[config.mk]
export PLATFORM = sky130hd
export DESIGN_NAME = imu_fall_detector
export DESIGN_NICKNAME = d
export VERILOG_FILES = /design/src/hw/rtl/ifd_pkg.sv /design/src/hw/rtl/ifd_square_lane.sv /design/src/hw/rtl/ifd_merge.sv /design/src/hw/rtl/ifd_phase.sv /design/src/hw/rtl/imu_fall_detector.sv
export SDC_FILE = /design/constraint.sdc
export NUM_CORES = 2
export LEC_CHECK = 0
export BUFFER_PORTS_ARGS = -buffer_cell sky130_fd_sc_hd__buf_2
export CORE_ASPECT_RATIO = 0.5
export CORE_UTILIZATION = 55
export DETAILED_ROUTE_END_ITERATION = 8
export PLACE_DENSITY_LB_ADDON = 0.3
export SLEW_MARGIN = 30
export SYNTH_ARGS = -nofsm -noshare
export SYNTH_HDL_FRONTEND = slang
export SYNTH_HIERARCHICAL = 1
export SYNTH_SLANG_ARGS = --single-unit
[constraint.sdc]
create_clock -name clk -period 18.5 [get_ports clk]
set_clock_uncertainty 0.15 [all_clocks]
set_input_delay 0.925 -clock clk [delete_from_list [all_inputs] [get_ports clk]]
set_output_delay 0.925 -clock clk [all_outputs]
set_load 0.02 [all_outputs]
[src/hw/rtl/ifd_pkg.sv]
`timescale 1ns / 1ps
// ----------------------------------------------------------------------------
// ifd_pkg
// Shared types, register indexes and reset constants of the fall detector.
// ----------------------------------------------------------------------------
package ifd_pkg;

	// default sizes handed to the top level
	localparam int AXIS_BITS_DEF = 16;
	localparam int TIME_BITS_DEF = 32;

	// configuration port sizes
	localparam int IDX_W  = 3;
	localparam int CFG_DW = 32;
	localparam int LVL_W  = 32;
	localparam int HOLD_W = 16;

	// result item packing
	localparam int OUT_FLAGS = 6;
	localparam int OUT_W     = 8;

	// register indexes
	typedef enum logic [IDX_W-1:0] {
		REG_IMPACT_LEVEL  = 3'd0,
		REG_STILL_LEVEL   = 3'd1,
		REG_ROT_LEVEL     = 3'd2,
		REG_IMPACT_HOLD   = 3'd3,
		REG_STILL_HOLD    = 3'd4,
		REG_INACTIVE_WAIT = 3'd5
	} ifd_reg_t;

	// reset values of the registers
	localparam logic [LVL_W-1:0]  IMPACT_LEVEL_RST  = 32'd2835349504;
	localparam logic [LVL_W-1:0]  STILL_LEVEL_RST   = 32'd96628900;
	localparam logic [LVL_W-1:0]  ROT_LEVEL_RST     = 32'd61779600;
	localparam logic [HOLD_W-1:0] IMPACT_HOLD_RST   = 16'd200;
	localparam logic [HOLD_W-1:0] STILL_HOLD_RST    = 16'd2000;
	localparam logic [HOLD_W-1:0] INACTIVE_WAIT_RST = 16'd4000;

	// configuration register file
	typedef struct packed {
		logic [LVL_W-1:0]  impact_level_sq;
		logic [LVL_W-1:0]  still_level_sq;
		logic [LVL_W-1:0]  rotation_level_sq;
		logic [HOLD_W-1:0] impact_hold_ms;
		logic [HOLD_W-1:0] still_hold_ms;
		logic [HOLD_W-1:0] inactive_wait_ms;
	} ifd_cfg_t;

	// magnitude compare results for one item
	typedef struct packed {
		logic above_impact;
		logic below_impact;
		logic still;
		logic low_rotation;
	} ifd_cmp_t;

endpackage

[src/hw/rtl/ifd_square_lane.sv]
`timescale 1ns / 1ps
// ----------------------------------------------------------------------------
// ifd_square_lane
// One axis lane: squares a signed raw axis value into a registered result.
// ----------------------------------------------------------------------------
module ifd_square_lane #(
	parameter int AXIS_BITS = ifd_pkg::AXIS_BITS_DEF
) (
	input  logic                       clk,
	input  logic                       en,
	input  logic signed [AXIS_BITS-1:0] axis,
	output logic [2*AXIS_BITS-2:0]     sq_s1
);
	import ifd_pkg::*;

	logic signed [2*AXIS_BITS-1:0] prod;

	// square is never negative, top bit of the product is always zero
	assign prod = axis * axis;

	always_ff @(posedge clk) begin
		if (en) begin
			sq_s1 <= prod[2*AXIS_BITS-2:0];
		end
	end

endmodule

[src/hw/rtl/ifd_merge.sv]
`timescale 1ns / 1ps
// ----------------------------------------------------------------------------
// ifd_merge
// Sums the lane squares into accel and gyro magnitudes and compares them
// with the squared thresholds.
// ----------------------------------------------------------------------------
module ifd_merge #(
	parameter int AXIS_BITS = ifd_pkg::AXIS_BITS_DEF
) (
	input  logic                    clk,
	input  logic                    en,
	input  logic [2*AXIS_BITS-2:0]  acc_sq [3],
	input  logic [2*AXIS_BITS-2:0]  rot_sq [3],
	input  ifd_pkg::ifd_cfg_t       cfg,
	output ifd_pkg::ifd_cmp_t       cmp_s2
);
	import ifd_pkg::*;

	localparam int SQ_W  = 2 * AXIS_BITS - 1;
	localparam int SUM_W = SQ_W + 2;
	localparam int CMP_W = (SUM_W > LVL_W) ? SUM_W : LVL_W;

	logic [SUM_W-1:0] acc_sum;
	logic [SUM_W-1:0] rot_sum;
	logic [CMP_W-1:0] acc_ext;
	logic [CMP_W-1:0] rot_ext;
	ifd_cmp_t         cmp_d;

	// sums of squares
	assign acc_sum = SUM_W'(acc_sq[0]) + SUM_W'(acc_sq[1]) + SUM_W'(acc_sq[2]);
	assign rot_sum = SUM_W'(rot_sq[0]) + SUM_W'(rot_sq[1]) + SUM_W'(rot_sq[2]);
	assign acc_ext = CMP_W'(acc_sum);
	assign rot_ext = CMP_W'(rot_sum);

	// threshold compares
	always_comb begin
		cmp_d.above_impact = acc_ext > CMP_W'(cfg.impact_level_sq);
		cmp_d.below_impact = acc_ext < CMP_W'(cfg.impact_level_sq);
		cmp_d.still        = acc_ext < CMP_W'(cfg.still_level_sq);
		cmp_d.low_rotation = rot_ext < CMP_W'(cfg.rotation_level_sq);
	end

	always_ff @(posedge clk) begin
		if (en) begin
			cmp_s2 <= cmp_d;
		end
	end

endmodule

[src/hw/rtl/ifd_phase.sv]
`timescale 1ns / 1ps
// ----------------------------------------------------------------------------
// ifd_phase
// Impact, pending and watch phase tracking with the result item register.
// ----------------------------------------------------------------------------
module ifd_phase #(
	parameter int TIME_BITS = ifd_pkg::TIME_BITS_DEF
) (
	input  logic                        clk,
	input  logic                        arst_n,
	input  logic                        load,
	input  logic                        valid_in,
	input  ifd_pkg::ifd_cmp_t           cmp,
	input  logic [TIME_BITS-1:0]        now,
	input  ifd_pkg::ifd_cfg_t           cfg,
	output logic                        out_valid,
	output logic [ifd_pkg::OUT_W-1:0]   out_data
);
	import ifd_pkg::*;

	logic                 impact_q, pending_q, watch_q;
	logic [TIME_BITS-1:0] impact_start_q, still_start_q, watch_start_q;
	logic                 valid_q;
	logic [OUT_W-1:0]     data_q;

	logic                 impact_d, pending_d, watch_d;
	logic [TIME_BITS-1:0] impact_start_d, still_start_d, watch_start_d;
	logic                 ev_impact, ev_potential, ev_confirm;
	logic [TIME_BITS-1:0] el_impact, el_still, el_watch;

	// next phase state for the item in stage two
	always_comb begin
		impact_d       = impact_q;
		pending_d      = pending_q;
		watch_d        = watch_q;
		impact_start_d = impact_start_q;
		still_start_d  = still_start_q;
		watch_start_d  = watch_start_q;
		ev_impact      = 1'b0;
		ev_potential   = 1'b0;
		ev_confirm     = 1'b0;

		// impact phase
		el_impact = now - impact_start_q;
		if (cmp.above_impact) begin
			if (!impact_q) begin
				impact_start_d = now;
				impact_d       = 1'b1;
				ev_impact      = 1'b1;
			end
		end else if (cmp.below_impact && impact_q) begin
			if (el_impact >= TIME_BITS'(cfg.impact_hold_ms)) begin
				impact_d      = 1'b0;
				pending_d     = 1'b1;
				still_start_d = now;
			end
		end

		// stillness after the impact
		el_still = now - still_start_d;
		if (pending_d && cmp.still) begin
			if (el_still >= TIME_BITS'(cfg.still_hold_ms)) begin
				watch_d       = 1'b1;
				watch_start_d = now;
				pending_d     = 1'b0;
				ev_potential  = 1'b1;
			end
		end else begin
			still_start_d = now;
		end

		// post-fall inactivity
		el_watch = now - watch_start_d;
		if (watch_d && cmp.still && cmp.low_rotation) begin
			if (el_watch >= TIME_BITS'(cfg.inactive_wait_ms)) begin
				watch_d    = 1'b0;
				ev_confirm = 1'b1;
			end
		end
	end

	// phase state, committed when the item moves into the output register
	always_ff @(posedge clk or negedge arst_n) begin
		if (!arst_n) begin
			impact_q       <= 1'b0;
			pending_q      <= 1'b0;
			watch_q        <= 1'b0;
			impact_start_q <= '0;
			still_start_q  <= '0;
			watch_start_q  <= '0;
		end else if (load && valid_in) begin
			impact_q       <= impact_d;
			pending_q      <= pending_d;
			watch_q        <= watch_d;
			impact_start_q <= impact_start_d;
			still_start_q  <= still_start_d;
			watch_start_q  <= watch_start_d;
		end
	end

	// output valid
	always_ff @(posedge clk or negedge arst_n) begin
		if (!arst_n) begin
			valid_q <= 1'b0;
		end else if (load) begin
			valid_q <= valid_in;
		end
	end

	// output payload
	always_ff @(posedge clk) begin
		if (load && valid_in) begin
			data_q <= {{(OUT_W - OUT_FLAGS){1'b0}}, ev_confirm, ev_potential, ev_impact,
				watch_d, pending_d, impact_d};
		end
	end

	assign out_valid = valid_q;
	assign out_data  = data_q;

endmodule

[src/hw/rtl/imu_fall_detector.sv]
`timescale 1ns / 1ps
// ----------------------------------------------------------------------------
// imu_fall_detector
// Threshold fall detector over accel and gyro squared magnitudes.
// ----------------------------------------------------------------------------
// pipeline: three register stages from input accept to m_tvalid
//   (square, sum and compare, phase update into the output register)
// throughput: one item per cycle unless m_tready stalls; the phase state
//   closes its loop inside the phase stage; a stall holds full stages
// reset: arst_n clears phase flags, start times and valid bits, and loads
//   the register defaults; cfg writes are always taken
module imu_fall_detector #(
	parameter int AXIS_BITS = ifd_pkg::AXIS_BITS_DEF,
	parameter int TIME_BITS = ifd_pkg::TIME_BITS_DEF,
	localparam int IN_BITS  = 6 * AXIS_BITS + TIME_BITS,
	localparam int IN_W     = ((IN_BITS + 7) / 8) * 8
) (
	input  logic                        clk,
	input  logic                        arst_n,
	// accel_x, accel_y, accel_z, rate_x, rate_y, rate_z, time_ms, zero pad
	input  logic [IN_W-1:0]             s_tdata,
	input  logic                        s_tvalid,
	output logic                        s_tready,
	// impact_active, fall_pending, post_fall_watch, impact_event,
	// potential_fall_event, fall_confirmed, zero pad
	output logic [ifd_pkg::OUT_W-1:0]   m_tdata,
	output logic                        m_tvalid,
	input  logic                        m_tready,
	input  logic                        cfg_valid,
	output logic                        cfg_ready,
	input  logic [ifd_pkg::IDX_W-1:0]   cfg_index,
	input  logic [ifd_pkg::CFG_DW-1:0]  cfg_data
);
	import ifd_pkg::*;

	localparam int SQ_W = 2 * AXIS_BITS - 1;

	ifd_cfg_t             cfg_q;
	logic                 v_s1, v_s2;
	logic [TIME_BITS-1:0] time_s1, time_s2;
	logic                 adv1, adv2, adv3;
	logic [SQ_W-1:0]      acc_sq [3];
	logic [SQ_W-1:0]      rot_sq [3];
	ifd_cmp_t             cmp_s2;

	// configuration registers
	assign cfg_ready = 1'b1;
	always_ff @(posedge clk or negedge arst_n) begin
		if (!arst_n) begin
			cfg_q.impact_level_sq   <= IMPACT_LEVEL_RST;
			cfg_q.still_level_sq    <= STILL_LEVEL_RST;
			cfg_q.rotation_level_sq <= ROT_LEVEL_RST;
			cfg_q.impact_hold_ms    <= IMPACT_HOLD_RST;
			cfg_q.still_hold_ms     <= STILL_HOLD_RST;
			cfg_q.inactive_wait_ms  <= INACTIVE_WAIT_RST;
		end else if (cfg_valid) begin
			case (cfg_index)
				REG_IMPACT_LEVEL:  cfg_q.impact_level_sq   <= cfg_data[LVL_W-1:0];
				REG_STILL_LEVEL:   cfg_q.still_level_sq    <= cfg_data[LVL_W-1:0];
				REG_ROT_LEVEL:     cfg_q.rotation_level_sq <= cfg_data[LVL_W-1:0];
				REG_IMPACT_HOLD:   cfg_q.impact_hold_ms    <= cfg_data[HOLD_W-1:0];
				REG_STILL_HOLD:    cfg_q.still_hold_ms     <= cfg_data[HOLD_W-1:0];
				REG_INACTIVE_WAIT: cfg_q.inactive_wait_ms  <= cfg_data[HOLD_W-1:0];
				default: ;
			endcase
		end
	end

	// per-stage advance, a stage moves when empty or when the next one moves
	assign adv3     = !m_tvalid || m_tready;
	assign adv2     = !v_s2 || adv3;
	assign adv1     = !v_s1 || adv2;
	assign s_tready = adv1;

	// valid bits of the first two stages
	always_ff @(posedge clk or negedge arst_n) begin
		if (!arst_n) begin
			v_s1 <= 1'b0;
			v_s2 <= 1'b0;
		end else begin
			if (adv1) begin
				v_s1 <= s_tvalid;
			end
			if (adv2) begin
				v_s2 <= v_s1;
			end
		end
	end

	// timestamp alongside the magnitudes
	always_ff @(posedge clk) begin
		if (adv1) begin
			time_s1 <= s_tdata[6*AXIS_BITS +: TIME_BITS];
		end
		if (adv2) begin
			time_s2 <= time_s1;
		end
	end

	// six squaring lanes, accel first then gyro
	for (genvar i = 0; i < 3; i++) begin : g_lane
		ifd_square_lane #(.AXIS_BITS(AXIS_BITS)) u_acc_lane (
			.clk   (clk),
			.en    (adv1),
			.axis  (s_tdata[i*AXIS_BITS +: AXIS_BITS]),
			.sq_s1 (acc_sq[i])
		);
		ifd_square_lane #(.AXIS_BITS(AXIS_BITS)) u_rot_lane (
			.clk   (clk),
			.en    (adv1),
			.axis  (s_tdata[(i+3)*AXIS_BITS +: AXIS_BITS]),
			.sq_s1 (rot_sq[i])
		);
	end

	// magnitude sums and threshold compares
	ifd_merge #(.AXIS_BITS(AXIS_BITS)) u_merge (
		.clk    (clk),
		.en     (adv2),
		.acc_sq (acc_sq),
		.rot_sq (rot_sq),
		.cfg    (cfg_q),
		.cmp_s2 (cmp_s2)
	);

	// phase tracking and result register
	ifd_phase #(.TIME_BITS(TIME_BITS)) u_phase (
		.clk       (clk),
		.arst_n    (arst_n),
		.load      (adv3),
		.valid_in  (v_s2),
		.cmp       (cmp_s2),
		.now       (time_s2),
		.cfg       (cfg_q),
		.out_valid (m_tvalid),
		.out_data  (m_tdata)
	);

endmodule

* After elaboration in Yosys (flattened, before gate mapping) *
Cells that the tools add are included.

storage, ports and cells
  register bits after elaboration = 506
  input bits = 168
  output and inout bits = 11

cells by class
  add/sub/neg operators = 7
  $mul = 6
  order comparisons = 7
  eq/ne operators = 5
  muxes and demuxes = 21
  bitwise logic cells = 1
  reductions and logical operators = 19

operators with widths
  cell                number
  $mux 32             6
  $mul 16x16->31      6
  $lt 33x32->1        3
  $ge 32x16->1        3
  $sub 32x32->32      3
  $add 33x31->33      2
  $add 31x31->32      2
  $gt 33x32->1        1
  $mux 1              15
  $reduce_and 2->1    6
  $eq 3x2->1 const B  2
  $eq 3x3->1 const B  2
  $logic_and 1x1->1   5
  $eq 3x1->1 const B  1
  $logic_not 1->1     3
  $logic_not 3->1     1
  $logic_or 1x1->1    3
  $reduce_and 3->1    1
  $not 1->1           1

* Depth between registers and ports, before layout *
  word-level depth = 13
  mapped depth = 77

* Hierarchy *
The synthesis kept the hierarchy.

by module, submodules not included
  module                                       times used  cells each  area each (um^2)  seq. area each (um^2)
  ifd_square_lane at g_lane[1].u_acc_lane ...  2           1030        9841.9            900.9
  ifd_phase                                    1           1431        11918.9           2682.6
  ifd_square_lane at g_lane[2].u_rot_lane      1           1026        9892.0            900.9
  ifd_square_lane at g_lane[0].u_acc_lane      1           1039        9877.0            900.9
  ifd_square_lane at g_lane[2].u_acc_lane      1           1034        9849.4            900.9
  ifd_square_lane at g_lane[0].u_rot_lane      1           1035        9829.4            900.9
  imu_fall_detector                            1           384         7554.7            5630.4
  ifd_merge                                    1           813         6692.7            120.1

* Worst setup path before layout *
OpenSTA, ideal clock, no wires.

  path kind = register to register
  from = register time_s2[0]
  to = register u_phase.data_q[5], in the netlist u_phase/out_data[5], data pin
  arrival = 14.027 ns
  path slack = 4.066 ns
  stages on the path, launching flop included = 76
  period minus slack after synthesis = 14.434 ns
  path through = edfxtp_1 inv_1 ha_1 fa_1 nand2b_1 a21oi_1 nor2_1 o21ai_0 nand3_1 nor2_1 nor2_1 xnor2_1 ha_1 nand4_1 nor3_1 a2111oi_2 nand2_1 nor4_1 [... 40 more ...] maj3_1 o211ai_1 mux2_4 nand2b_1 a211oi_1 nor2_1 ha_1 a2111oi_0 nand4_1 a2111oi_0 o211ai_1 a2111oi_0 o221a_2 nand4_1 nor4_1 and4b_1 a31oi_2 nor2b_1

on the way
  word-level cells in the longest chain between the ends = 12
  elaborated cells on any way between the ends = 20
  those cells by class = add/sub (3); order compare (3); mux (11); reduce/logical (3)

ends and longest elaborated chain
  item                    line                     RTL
  start, declared         imu_fall_detector.sv:40  logic [TIME_BITS-1:0] time_s1, time_s2;
  start signal, assigned  imu_fall_detector.sv:96  time_s2 <= time_s1;
  $sub 32x32->32          ifd_phase.sv:44          el_impact = now - impact_start_q;
  $ge 32x16->1            ifd_phase.sv:52          if (el_impact >= TIME_BITS'(cfg.impact_hold_ms)) begin
  $mux 32                 ifd_phase.sv:52
  $mux 32                 ifd_phase.sv:51          end else if (cmp.below_impact && impact_q) begin
  $mux 32                 ifd_phase.sv:45          if (cmp.above_impact) begin
  $sub 32x32->32          ifd_phase.sv:60          el_still = now - still_start_d;
  $ge 32x16->1            ifd_phase.sv:62          if (el_still >= TIME_BITS'(cfg.still_hold_ms)) begin
  $mux 32                 ifd_phase.sv:62
  $mux 32                 ifd_phase.sv:61          if (pending_d && cmp.still) begin
  $sub 32x32->32          ifd_phase.sv:73          el_watch = now - watch_start_d;
  $ge 32x16->1            ifd_phase.sv:75          if (el_watch >= TIME_BITS'(cfg.inactive_wait_ms)) begin
  $mux 1                  ifd_phase.sv:75
  end signal, assigned    ifd_phase.sv:113         data_q <= {{(OUT_W - OUT_FLAGS){1'b0}}, ev_confirm, ev_potential, ev_impact,
  end, declared           ifd_phase.sv:24          logic [OUT_W-1:0] data_q;

Parallel ways exist; a longest one is shown, timed or not.
A chain may end at the register's enable or synchronous reset.

* Final worst setup path *
  from = register time_s2[1]
  to = register u_phase.data_q[5], in the netlist u_phase/out_data[5], data pin

on the way
  word-level cells in the longest chain between the ends = 12
  elaborated cells on any way between the ends = 20
  those cells by class = add/sub (3); order compare (3); mux (11); reduce/logical (3)

ends and longest elaborated chain
  item                          line             RTL
  $sub 32x32->32                ifd_phase.sv:44
  $ge 32x16->1                  ifd_phase.sv:52
  $mux 32                       ifd_phase.sv:52
  $mux 32                       ifd_phase.sv:51
  $mux 32                       ifd_phase.sv:45
  $sub 32x32->32                ifd_phase.sv:60
  $ge 32x16->1                  ifd_phase.sv:62
  $mux 32                       ifd_phase.sv:62
  $mux 32 *                     ifd_phase.sv:61
  via u_phase.watch_start_d[0]  ifd_phase.sv:27  logic [TIME_BITS-1:0] impact_start_d, still_start_d, watch_start_d;
  $sub 32x32->32 *              ifd_phase.sv:73
  $ge 32x16->1 *                ifd_phase.sv:75
  $mux 1 *                      ifd_phase.sv:75

Mark *: on every way through the listed nets, which the timed path passes. The rest lies on a longest branch.

==> impl_metrics.csv <==
group,metric,value,unit
critical_path,crit_fanout,30,
synthesis,synth-seq-area-share,16.2,%
min_path,hold_class,"input pin to async pin",
clock_network,clk_latency,650,ps
timing,max_slew.worst_pin.slew,844,ps
floorplanning,boundaryPins,179,
clock_network,cts_resized,0,
clock_network,clk_pin_slew,70,ps
flow_run,drv_cap,0,
routing,ant_nets,0,
layout,layout_common_cells,"inv_1 (2280), fa_1 (1442), ha_1 (812), nand2_1 (628), nor2_1 (370)",
routing,vias,59300,
floorplanning,die_w,559,um
clock_network,cts-hold-fix-buffers,0,
critical_path,r2r_slack,1720,ps
grt,use_met3,2.59,%
layout,final_layout_size_suffix_gt1_share,7.79,%
clock_network,cts_htree_levels,2,
timing,hold_violations,0,
routing,avgViaCountPerCell,5.42,
placement,post-place-ws,1930,ps
synthesis,synthArstFlopShare,49.2,%
timing,fin_setup_tns,0,ps
floorplanning,rows,101,
clock_network,post_cts_buffers,0,
routing,wl_per_cell,17.7,um
timing,slew_headroom,42.3,%
timing,worst_slack,1720,ps
synthesis,yosysWarnings,6,
layout,nNetsFinal,11300,
critical_path,start_kind,"register",
timing,finalCritPeriodShare,90.7,%
layout,final_common_cell,"inv_1",
timing,rsz0062_at_grt,"no",
critical_path,cpLargestDelayFamily,"compound AO/OA/AOI/OAI gates",
critical_path,path_buf_inv,3,
synthesis,synth_top_area_cell,"fa_1",
grt,first_global_vias,62100,
synthesis,synth-edff-count,254,
grt,overflow,0,
clock_network,clockBufferDepth,3,
routing,first_pass_iters,5,
synthesis,avgSynthCellArea,9.67,um2
critical_path,required,18760,ps
grt,groute.usage.overall,25.6,%
grt,met2_usage,43.9,%
placement,dp_hpwl,159,mm
layout,syn_to_final_growth,5.18,%
critical_path,max_stage_delay,500,ps
floorplanning,start_util,55.8,%
timing,setup_viol,0,
floorplanning,die_h,280,um
layout,fill_cells,13200,
synthesis,synth-seq-cells,500,
critical_path,arrival,17040,ps
layout,multi_input_area,61900,um2
timing,fin_crit,16780,ps
synthesis,synthFlopType,"edfxtp_1",
synthesis,netlist.area_leader.share,33.8,%
clock_network,root_buffer,"clkbuf_16",
synthesis,ys_types,137,
synthesis,syn_area,85300,um2
grt,grt_pass1_wl,320,mm
status,run_status,"finished clean",
routing,drtIter0Drc,3825,
synthesis,synthTopCellsByArea,"fa_1 (34%), ha_1 (12%), inv_1 (10%)",
routing,drc_errors,0,
placement,port_buffers,175,
critical_path,critPathKind,"register to register",
clock_network,numClockSinks,500,
grt,use_met1,35.3,%
placement,place_congestion,0.936,
routing,finalWirelength,194,mm
critical_path,slowest_stage,"edfxtp_1",
clock_network,numCtsBuffers,48,
grt,antenna_found_initial,35,
timing,maxSlewViolCount,0,
floorplanning,core,153000,um2
floorplanning,die-area,157000,um2
grt,grt.busiest_layer,"met2",
layout,register_area,13800,um2
clock_network,cts_tree,"yes",
synthesis,synth_cells,8822,
critical_path,end_kind,"register",
timing,max_freq,59.6,MHz
grt,grt_max_degree,108,
layout,fin_util,58.7,%
## stage by stage
| step | hold slack [ps] | cell area, um2 | cells |
|---|---|---|---|
| 6_report | 212 | 89700 | 11000 |
| 4_1_cts | 213 | 89700 | 10900 |
| 5_1_grt | 266 | 89700 | 10900 |
| 3_3_place_gp | 251 | 87900 | 10900 |
| 3_5_place_dp | 256 | 88000 | 10900 |
| 2_1_floorplan | 250 | 85300 | 8823 |
## final cells by class
type                    instances  area share [%]
clock buffers                  62            1.51
diodes                         10          0.0279
repair buffers                195            1.17
multi-input cells            5809            69.0
clock inverters                27           0.418
well taps                    2060            2.87
inverters                    2287            9.57
flip-flops and latches        500            15.4
## path summary, 6_finish.rpt
kind / start / to / cells after the start
worst max-delay path: time_s2[1] / u_phase/out_data[5] / 75
max in group asynchronous: arst_n / cfg_q[122] / 3
worst min register to register: time_s1[24] / time_s2[24] / 0
worst min-delay path: arst_n / u_phase/impact_start_q[19] / 1
min in group clk: time_s1[24] / time_s2[24] / 0
worst max register to register: time_s2[1] / u_phase/out_data[5] / 75
## synthesized netlist by cell type (all sizes together), types with 18 or more instances
library cell	count
a211oi	49
or2	26
a21oi	332
or3	24
mux2	235
xnor2	260
nand2	630
nand4	72
nor3	64
o21bai	35
o21ai	221
clkbuf	181
o21a	40
nor2b	59
dfrtp	202
inv	2281
a21o	177
a31o	25
edfxtp	254
ha	812
buf	46
dfstp	44
fa	1442
nand3	65
and3	46
nor2	371
xor2	109
and2	233
a31oi	37
o211ai	32
nand2b	84
mux2i	60
o31ai	18
## kinds of logic after synthesis
| logic type | share of synthesized area, % |
|---|---|
| AOI/OAI and AO/OA | 9.03 |
| xor gates and xnor gates | 3.80 |
| adders and majority gates | 45.8 |
| buffers and inverters | 11.3 |
| DFF | 16.2 |
| muxes | 3.82 |
| other | 0.0352 |
| and+or+nand+nor | 10.0 |
## routing by layer
layer | routed length, um | vias to the layer above
li1 | - | 27600
met3 | 9960 | 230
met1 | 85900 | 30100
met4 | 4150 | 0
met2 | 94100 | 1343
met5 | 0 | -
## registers in the layout, indices dropped and copies added (netlist names), 4 cells and up
register and count:
cfg_q 144, u_phase/out_data 6, g_lane.u_acc_lane/sq_s1 90, u_phase/watch_start_q 32
u_merge/cmp_s2 4, u_phase/impact_start_q 32, time_s2 32, g_lane.u_rot_lane/sq_s1 90
u_phase/still_start_q 32, time_s1 32
Power is not shown: default switching activity piles up to over one toggle a cycle in this logic, so the estimate is an artifact.
